[config.mk]
export PLATFORM = sky130hd
export DESIGN_NAME = valve_task_queue_runner_unit
export DESIGN_NICKNAME = d
export VERILOG_FILES = /design/src/hdl/vtqr_pkg.sv /design/src/hdl/vtqr_judge.sv /design/src/hdl/valve_task_queue_runner_unit.sv
export SDC_FILE = /design/constraint.sdc
export NUM_CORES = 1
export LEC_CHECK = 0
export CAP_MARGIN = 5
export CORE_ASPECT_RATIO = 0.7
export CORE_MARGIN = 4
export CORE_UTILIZATION = 55
export DETAILED_ROUTE_END_ITERATION = 10
export DONT_BUFFER_PORTS = 1
export GPL_ROUTABILITY_DRIVEN = 0
export PLACE_DENSITY_LB_ADDON = 0.1
export RECOVER_POWER = 50
export SYNTH_ARGS = -nofsm -noshare
export SYNTH_HDL_FRONTEND = slang
export SYNTH_HIERARCHICAL = 1
export SYNTH_SLANG_ARGS = --single-unit
[constraint.sdc]
create_clock -name clk -period 8.9 [get_ports clk]
set_input_delay 1.335 -clock clk [delete_from_list [all_inputs] [get_ports clk]]
set_output_delay 1.335 -clock clk [all_outputs]
set_load 0.1 [all_outputs]
[src/hdl/vtqr_pkg.sv]
package vtqr_pkg;

    // valve channels that exist on this controller
    localparam logic [3:0] CHAN_LIMIT = 4'd8;

    localparam logic [15:0] MS_PER_MINUTE     = 16'd60000;
    localparam logic [31:0] VOLUME_TIMEOUT_MS = 32'd1800000;
    localparam logic [15:0] CAL_RESET         = 16'd450;

    localparam logic [2:0] CMD_ADD   = 3'd0;
    localparam logic [2:0] CMD_TICK  = 3'd1;
    localparam logic [2:0] CMD_PULSE = 3'd2;
    localparam logic [2:0] CMD_STOP  = 3'd3;
    localparam logic [2:0] CMD_CLEAR = 3'd4;

    localparam logic [2:0] ST_OK        = 3'd0;
    localparam logic [2:0] ST_INVALID   = 3'd1;
    localparam logic [2:0] ST_FULL      = 3'd2;
    localparam logic [2:0] ST_BUSY      = 3'd3;
    localparam logic [2:0] ST_NO_ACTIVE = 3'd4;

    localparam logic [1:0] RSN_DURATION = 2'd0;
    localparam logic [1:0] RSN_VOLUME   = 2'd1;
    localparam logic [1:0] RSN_TIMEOUT  = 2'd2;

    localparam logic MODE_DURATION = 1'b0;

    typedef struct packed {
        logic [2:0]  cmd;
        logic [2:0]  channel;
        logic        mode;
        logic [15:0] amount;
        logic        fault;
    } req_t;

    typedef struct packed {
        logic [2:0] status;
        logic       valve_open;
        logic [2:0] valve_channel;
        logic       task_done;
        logic [1:0] done_reason;
        logic [4:0] pending_count;
        logic [4:0] removed_count;
    } rsp_t;

    // queue entry: channel, mode, amount
    typedef struct packed {
        logic [2:0]  channel;
        logic        mode;
        logic [15:0] amount;
    } task_t;

    typedef struct packed {
        logic       done;
        logic [1:0] reason;
    } judge_t;

endpackage

[src/hdl/vtqr_judge.sv]
module vtqr_judge
    import vtqr_pkg::*;
(
    input  logic        mode,
    input  logic [31:0] elapsed,
    input  logic [31:0] pulses,
    input  logic [31:0] target,
    output judge_t      verdict
);

    always_comb
    begin
        verdict = '0;
        if (mode == MODE_DURATION)
        begin
            verdict.done   = (elapsed >= target);
            verdict.reason = RSN_DURATION;
        end
        else if (pulses >= target)
        begin
            // volume wins over the safety timeout
            verdict.done   = 1'b1;
            verdict.reason = RSN_VOLUME;
        end
        else if (elapsed > VOLUME_TIMEOUT_MS)
        begin
            verdict.done   = 1'b1;
            verdict.reason = RSN_TIMEOUT;
        end
    end

endmodule

[src/hdl/valve_task_queue_runner_unit.sv]
// Valve task runner.
// Request channel (req_valid/req_ready/req_data): one command per request:
// add task, millisecond tick, flow pulse, stop active task, clear queue.
// Response channel (res_valid/res_ready/res_data): exactly one response per
// request, in request order.
// Configuration channel (cfg_valid/cfg_ready/cfg_data): flow calibration in
// pulses per liter; always ready, a write of zero is dropped. Write it only
// while no request is outstanding.
// Flow: on acceptance the request, the queue memory word at the head and
// the completion target are registered; the commit step then updates the
// state and loads the response register, which drives the response. A new
// request is taken only in the idle state, after the commit of the last one.
// A new request may be accepted while a response waits. If the response
// register is still full at commit time, the commit holds until res_ready.
// Reset: queue empty, no active task, counters zero, calibration 450.
// The queue memory itself is not cleared; only counted entries are read.
module valve_task_queue_runner_unit
    import vtqr_pkg::*;
#(
    parameter int QUEUE_DEPTH = 16
)
(
    input  logic        clk,
    input  logic        rst_n,
    input  logic        req_valid,
    output logic        req_ready,
    input  req_t        req_data,
    output logic        res_valid,
    input  logic        res_ready,
    output rsp_t        res_data,
    input  logic        cfg_valid,
    output logic        cfg_ready,
    input  logic [15:0] cfg_data
);

    localparam int ADDR_W = (QUEUE_DEPTH > 1) ? $clog2(QUEUE_DEPTH) : 1;
    localparam int FILL_W = $clog2(QUEUE_DEPTH + 1);
    localparam int SUM_W  = FILL_W + 1;
    localparam logic [FILL_W-1:0] FILL_MAX = FILL_W'(QUEUE_DEPTH);
    localparam logic [ADDR_W-1:0] LAST_ADDR = ADDR_W'(QUEUE_DEPTH - 1);
    localparam logic [SUM_W-1:0] SUM_DEPTH = SUM_W'(QUEUE_DEPTH);

    typedef enum logic { S_IDLE, S_EXEC } state_t;

    state_t             state_reg, state_next;
    logic [ADDR_W-1:0]  head_reg, head_next;
    logic [FILL_W-1:0]  fill_reg, fill_next;
    logic               active_reg, active_next;
    task_t              entry_reg, entry_next;
    logic [31:0]        elapsed_reg, elapsed_next;
    logic [31:0]        pulse_reg, pulse_next;
    logic [15:0]        ppl_reg;
    logic               res_valid_reg, res_valid_next;
    rsp_t               res_reg, res_next;
    req_t               req_reg;
    logic [31:0]        target_reg;
    task_t              task_rd_reg;

    task_t              task_mem [QUEUE_DEPTH];

    logic               req_fire;
    logic               commit;
    logic               mem_wr;
    logic [SUM_W-1:0]   tail_sum;
    logic [ADDR_W-1:0]  tail_addr;
    logic [15:0]        scale;
    logic [31:0]        elapsed_inc;
    judge_t             verdict;

    assign req_ready = (state_reg == S_IDLE);
    assign req_fire  = req_valid && req_ready;
    assign commit    = (state_reg == S_EXEC) && (!res_valid_reg || res_ready);
    assign cfg_ready = 1'b1;
    assign res_valid = res_valid_reg;
    assign res_data  = res_reg;

    assign tail_sum  = SUM_W'(head_reg) + SUM_W'(fill_reg);
    assign tail_addr = (tail_sum >= SUM_DEPTH) ? ADDR_W'(tail_sum - SUM_DEPTH)
                                               : ADDR_W'(tail_sum);

    assign scale       = (entry_reg.mode == MODE_DURATION) ? MS_PER_MINUTE : ppl_reg;
    assign elapsed_inc = (elapsed_reg == '1) ? elapsed_reg : elapsed_reg + 32'd1;

    vtqr_judge u_judge (
        .mode    (entry_reg.mode),
        .elapsed (elapsed_inc),
        .pulses  (pulse_reg),
        .target  (target_reg),
        .verdict (verdict)
    );

    // queue memory: one write and one registered read per cycle
    always_ff @(posedge clk)
    begin
        if (mem_wr)
        begin
            task_mem[tail_addr] <= task_t'{req_reg.channel, req_reg.mode, req_reg.amount};
        end
        if (req_fire)
        begin
            task_rd_reg <= task_mem[head_reg];
        end
    end

    // capture the request and the completion target for the active task
    always_ff @(posedge clk)
    begin
        if (req_fire)
        begin
            req_reg    <= req_data;
            target_reg <= 32'(entry_reg.amount) * 32'(scale);
        end
    end

    always_ff @(posedge clk or negedge rst_n)
    begin
        if (!rst_n)
        begin
            ppl_reg <= CAL_RESET;
        end
        else if (cfg_valid && cfg_data != 16'd0)
        begin
            ppl_reg <= cfg_data;
        end
    end

    always_comb
    begin
        state_next     = state_reg;
        head_next      = head_reg;
        fill_next      = fill_reg;
        active_next    = active_reg;
        entry_next     = entry_reg;
        elapsed_next   = elapsed_reg;
        pulse_next     = pulse_reg;
        res_valid_next = res_valid_reg;
        res_next       = res_reg;
        mem_wr         = 1'b0;

        if (res_valid_reg && res_ready)
        begin
            res_valid_next = 1'b0;
        end

        if (req_fire)
        begin
            state_next = S_EXEC;
        end

        if (commit)
        begin
            state_next     = S_IDLE;
            res_valid_next = 1'b1;
            res_next       = '0;
            res_next.status = ST_OK;

            unique case (req_reg.cmd)
                CMD_ADD:
                begin
                    if ({1'b0, req_reg.channel} >= CHAN_LIMIT || req_reg.amount == 16'd0)
                    begin
                        res_next.status = ST_INVALID;
                    end
                    else if (fill_reg == FILL_MAX)
                    begin
                        res_next.status = ST_FULL;
                    end
                    else
                    begin
                        mem_wr    = 1'b1;
                        fill_next = fill_reg + 1'b1;
                    end
                end
                CMD_TICK:
                begin
                    if (active_reg)
                    begin
                        elapsed_next = elapsed_inc;
                    end
                    if (req_reg.fault)
                    begin
                        res_next.status = ST_BUSY;
                    end
                    else if (active_reg)
                    begin
                        if (verdict.done)
                        begin
                            active_next            = 1'b0;
                            res_next.valve_channel = entry_reg.channel;
                            res_next.task_done     = 1'b1;
                            res_next.done_reason   = verdict.reason;
                        end
                    end
                    else if (fill_reg != '0)
                    begin
                        // pop the head and open its valve
                        entry_next   = task_rd_reg;
                        head_next    = (head_reg == LAST_ADDR) ? '0 : head_reg + 1'b1;
                        fill_next    = fill_reg - 1'b1;
                        active_next  = 1'b1;
                        elapsed_next = '0;
                        pulse_next   = '0;
                    end
                end
                CMD_PULSE:
                begin
                    pulse_next = (pulse_reg == '1) ? pulse_reg : pulse_reg + 32'd1;
                end
                CMD_STOP:
                begin
                    if (active_reg)
                    begin
                        active_next            = 1'b0;
                        res_next.valve_channel = entry_reg.channel;
                    end
                    else
                    begin
                        res_next.status = ST_NO_ACTIVE;
                    end
                end
                CMD_CLEAR:
                begin
                    res_next.removed_count = 5'(fill_reg);
                    fill_next              = '0;
                end
                default:
                begin
                    res_next.status = ST_INVALID;
                end
            endcase

            if (active_next)
            begin
                res_next.valve_channel = entry_next.channel;
            end
            res_next.valve_open    = active_next;
            res_next.pending_count = 5'(fill_next);
        end
    end

    always_ff @(posedge clk or negedge rst_n)
    begin
        if (!rst_n)
        begin
            state_reg     <= S_IDLE;
            head_reg      <= '0;
            fill_reg      <= '0;
            active_reg    <= 1'b0;
            entry_reg     <= '0;
            elapsed_reg   <= '0;
            pulse_reg     <= '0;
            res_valid_reg <= 1'b0;
            res_reg       <= '0;
        end
        else
        begin
            state_reg     <= state_next;
            head_reg      <= head_next;
            fill_reg      <= fill_next;
            active_reg    <= active_next;
            entry_reg     <= entry_next;
            elapsed_reg   <= elapsed_next;
            pulse_reg     <= pulse_next;
            res_valid_reg <= res_valid_next;
            res_reg       <= res_reg == res_next ? res_reg : res_next;
        end
    end

    a_fill_bound: assert property (@(posedge clk) disable iff (!rst_n)
        fill_reg <= FILL_MAX)
        else $error("queue fill beyond depth");

    a_done_closes: assert property (@(posedge clk) disable iff (!rst_n)
        res_valid_reg && res_reg.task_done |-> !res_reg.valve_open)
        else $error("completed task left its valve open");

    a_start_pops: assert property (@(posedge clk) disable iff (!rst_n)
        $rose(active_reg) |-> $past(fill_reg) == fill_reg + 1)
        else $error("task started without a pop");

    a_commit_responds: assert property (@(posedge clk) disable iff (!rst_n)
        commit |=> res_valid_reg && state_reg == S_IDLE)
        else $error("commit produced no response");

endmodule
==> qor.log <==
INFO  outcome        run_status=finished, violations left
INFO  outcome        violations=capacitance limit, slew limit
INFO  critical_path  worst-endpoint-required=9250ps
INFO  grt            grt.total_usage=24.7%
INFO  grt            met1_usage=40.1%
INFO  die            core_area=56600um^2
INFO  timing         min_period_over_period=85.8%
INFO  timing         finalMaxSlewViolations=67
INFO  synth          synth_area_leader_cell=sky130_fd_sc_hd__edfxtp_1
INFO  timing         final-setup-viol-count=0
INFO  clock_tree     cts-htree-levels=2
INFO  final_layout   number_of_flip_flops_under_the_largest_register_name=320
INFO  timing         clock-skew-final=27.2ps
INFO  grt            grt_pass1_vias=19700
INFO  routing        initialDrtViolationCount=1843
INFO  critical_path  setup.worst_path.end_class=register
INFO  final_layout   final_cell_mix=sky130_fd_sc_hd__edfxtp_1 (396), sky130_fd_sc_hd__nand2_1 (303), sky130_fd_sc_hd__inv_1 (300), sky130_fd_sc_hd__fa_1 (195), sky130_fd_sc_hd__ha_1 (176)
INFO  clock_tree     ctsRootBufferMaster=sky130_fd_sc_hd__clkbuf_16
INFO  clock_tree     cts.repair.resized=0
INFO  grt            busiest_layer=met1
INFO  routing        num_vias=19400
INFO  clock_tree     clock_tree.buffer_depth=3
INFO  grt            grt_start_max_net_pins=133
INFO  final_layout   flow.area_growth_from_synthesis=7.91%
INFO  clock_tree     tritoncts=yes
INFO  final_layout   ff_latch_area=15200um^2
INFO  synth          synth_area=31400um^2
INFO  clock_tree     cts_made_buffers=50
INFO  clock_tree     cts.repair_timing.setup_buffer_count=0
INFO  die            chipWidth=294um
INFO  synth          synth_cell_type_count=72
INFO  critical_path  worst_path_class_setup=register to register
INFO  synth          async_reset_ff_share=25.0%
INFO  routing        drc=0
INFO  timing         max-slew-margin-rel=-187%
INFO  routing        routed_wl=73900um
INFO  timing         post-route-min-period=7640ps
INFO  synth          synth.net_count=2944
INFO  final_layout   final_nets=2908
INFO  synth          syn_area_per_cell=12.4um^2
INFO  grt            global_route.usage.met3=5.54%
INFO  synth          synth_enable_flop_cells=396
INFO  synth          postSynthCellCount=2528
INFO  place          detailedPlace.worstSlack=1640ps
INFO  final_layout   multiInputGateArea=14800um^2
INFO  final_layout   filler_cell_count=4468
INFO  die            initial_utilization=55.5%
INFO  timing         grt_setup_unrepaired=false
INFO  clock_tree     cts_sink_cnt=528
INFO  clock_tree     clock_insertion_delay_worst_skew=600ps
INFO  place          hpwlAfterDp=50200um
INFO  die            num_io_pins=68
INFO  timing         finalHoldViolCount=0
INFO  final_layout   final_common_cell=sky130_fd_sc_hd__edfxtp_1
INFO  timing         worst_slew_pin_slew=4300ps
INFO  critical_path  worst-endpoint-arrival=7990ps
INFO  clock_tree     path_clk_slew=70ps
INFO  clock_tree     post_cts_hold_buffer_count=0
INFO  die            cell_rows=73
INFO  final_layout   antenna-diode-count=0
INFO  grt            antenna_found_initial=1
INFO  synth          ys_seq_area_share=48.3%
INFO  grt            overflow=0
INFO  die            total_die_area=61100um^2
INFO  timing         fmax=131MHz
INFO  routing        detail_route.vias_per_cell=5.91
INFO  synth          netlist.area_leader.share=37.8%
INFO  critical_path  crit_fanout=48
INFO  worst_hold_path min-delay-path-class=primary input to asynchronous set/reset pin
INFO  die            die_height=208um
INFO  place          placement.io_buffers=0
INFO  synth          synth.yosys.warnings=6
INFO  routing        detail-route-antenna-nets=0
INFO  flow_run       cap_violations=1
INFO  routing        wl_per_cell=22.5um
INFO  grt            gr-usage-met2=34.6%
INFO  final_layout   fin_util=59.9%
INFO  final_layout   max_flop_register=task_mem
INFO  critical_path  setup.worst_path.start_class=register
INFO  synth          synthTopCellsByArea=sky130_fd_sc_hd__edfxtp_1 (38%), sky130_fd_sc_hd__fa_1 (12%), sky130_fd_sc_hd__dfrtp_1 (10%)
INFO  routing        drt_pass1_iterations=5
INFO  final_layout   drive_gt1_share=10.2%
INFO  timing         final.setup.tns=0ps
INFO  synth          ys_seq_elements=528
INFO  synth          synth_flop_cell=sky130_fd_sc_hd__edfxtp_1
INFO  timing         layout_setup_ws=1260ps
INFO  grt            grt_pass1_wl=117000um
[layer usage]
metal,vias to the layer above,wire length [um],share of wire (%)
li1,8719,-,-
met1,9916,35500,48
met2,713,31000,42
met3,68,6430,8.7
met4,0,894,1.2
met5,-,0,0
[through the flow]
| step | hold WS [ps] | instances | cell area, um^2 |
|---|---|---|---|
| floorplan | 415 | 2528 | 31400 |
| global placement | 424 | 3190 | 32200 |
| detailed placement | 428 | 3190 | 32200 |
| CTS | 390 | 3283 | 34000 |
| global route | 389 | 3283 | 33900 |
| finish | 416 | 3283 | 33900 |
[worst max-delay path: stages, from the launching register on]
cell and delay [ps]:
sky130_fd_sc_hd__dfrtp_1 800, sky130_fd_sc_hd__buf_4 510, sky130_fd_sc_hd__and2_1 510, sky130_fd_sc_hd__nand2_1 150
sky130_fd_sc_hd__fa_1 600, sky130_fd_sc_hd__fa_1 430, sky130_fd_sc_hd__fa_1 510, sky130_fd_sc_hd__inv_1 50
sky130_fd_sc_hd__fa_1 460, sky130_fd_sc_hd__fa_1 540, sky130_fd_sc_hd__inv_1 50, sky130_fd_sc_hd__fa_1 530
sky130_fd_sc_hd__inv_1 40, sky130_fd_sc_hd__ha_1 370, sky130_fd_sc_hd__a21o_1 210, sky130_fd_sc_hd__o21ai_0 150
sky130_fd_sc_hd__nor2b_1 180, sky130_fd_sc_hd__o22ai_1 150, sky130_fd_sc_hd__nor4_1 370, sky130_fd_sc_hd__o21ai_0 230
sky130_fd_sc_hd__a31oi_1 270, sky130_fd_sc_hd__a21oi_1 120, sky130_fd_sc_hd__xor2_1 150
[cells by family after synthesis]
group | synth area share [%]
AND/OR/NAND/NOR | 11.6
XOR/XNOR | 2.62
buffers and inverters | 4.96
other | 0.0119
AO/OA/AOI/OAI | 5.34
flip-flops | 48.3
multiplexers | 7.73
adder cells (fa/ha/maj) | 19.4
[path summary, 6_finish.rpt]
kind                                startpoint              to  slack (ps)  depth (start not counted)
worst max-delay path             entry_reg[16]  target_reg[30]        1260                         22
worst min-delay path                     rst_n     fill_reg[4]         420                          0
worst max register to register   entry_reg[16]  target_reg[30]        1260                         22
worst min register to register  task_rd_reg[2]    entry_reg[2]         420                          2
max in group asynchronous                rst_n      ppl_reg[8]        8180                          0
min in group clk                task_rd_reg[2]    entry_reg[2]         420                          2
[cell usage after synthesis, types with 20 or more instances]
library cell / number
sky130_fd_sc_hd__edfxtp_1: 396
sky130_fd_sc_hd__nand2_1: 303
sky130_fd_sc_hd__inv_1: 300
sky130_fd_sc_hd__fa_1: 195
sky130_fd_sc_hd__ha_1: 176
sky130_fd_sc_hd__nor2_1: 140
sky130_fd_sc_hd__dfrtp_1: 128
sky130_fd_sc_hd__mux4_2: 100
sky130_fd_sc_hd__clkbuf_1: 83
sky130_fd_sc_hd__and2_1: 79
sky130_fd_sc_hd__o21ai_0: 78
sky130_fd_sc_hd__and3_1: 71
sky130_fd_sc_hd__a21oi_1: 54
sky130_fd_sc_hd__xor2_1: 48
sky130_fd_sc_hd__xnor2_1: 46
sky130_fd_sc_hd__nand3_1: 37
sky130_fd_sc_hd__a21o_1: 34
sky130_fd_sc_hd__nand4_1: 29
sky130_fd_sc_hd__nor3_1: 20
[layout make-up]
class	count	area share, %
Sequential cell	528	44.8
Tap cell	750	2.77
Timing Repair Buffer	16	0.310
Multi-Input combinational cell	1596	43.7
Inverter	300	3.32
Clock inverter	34	1.29
Clock buffer	59	3.85
Power is not shown: default switching activity piles up to over one toggle a cycle in this logic, so the estimate is an artifact.
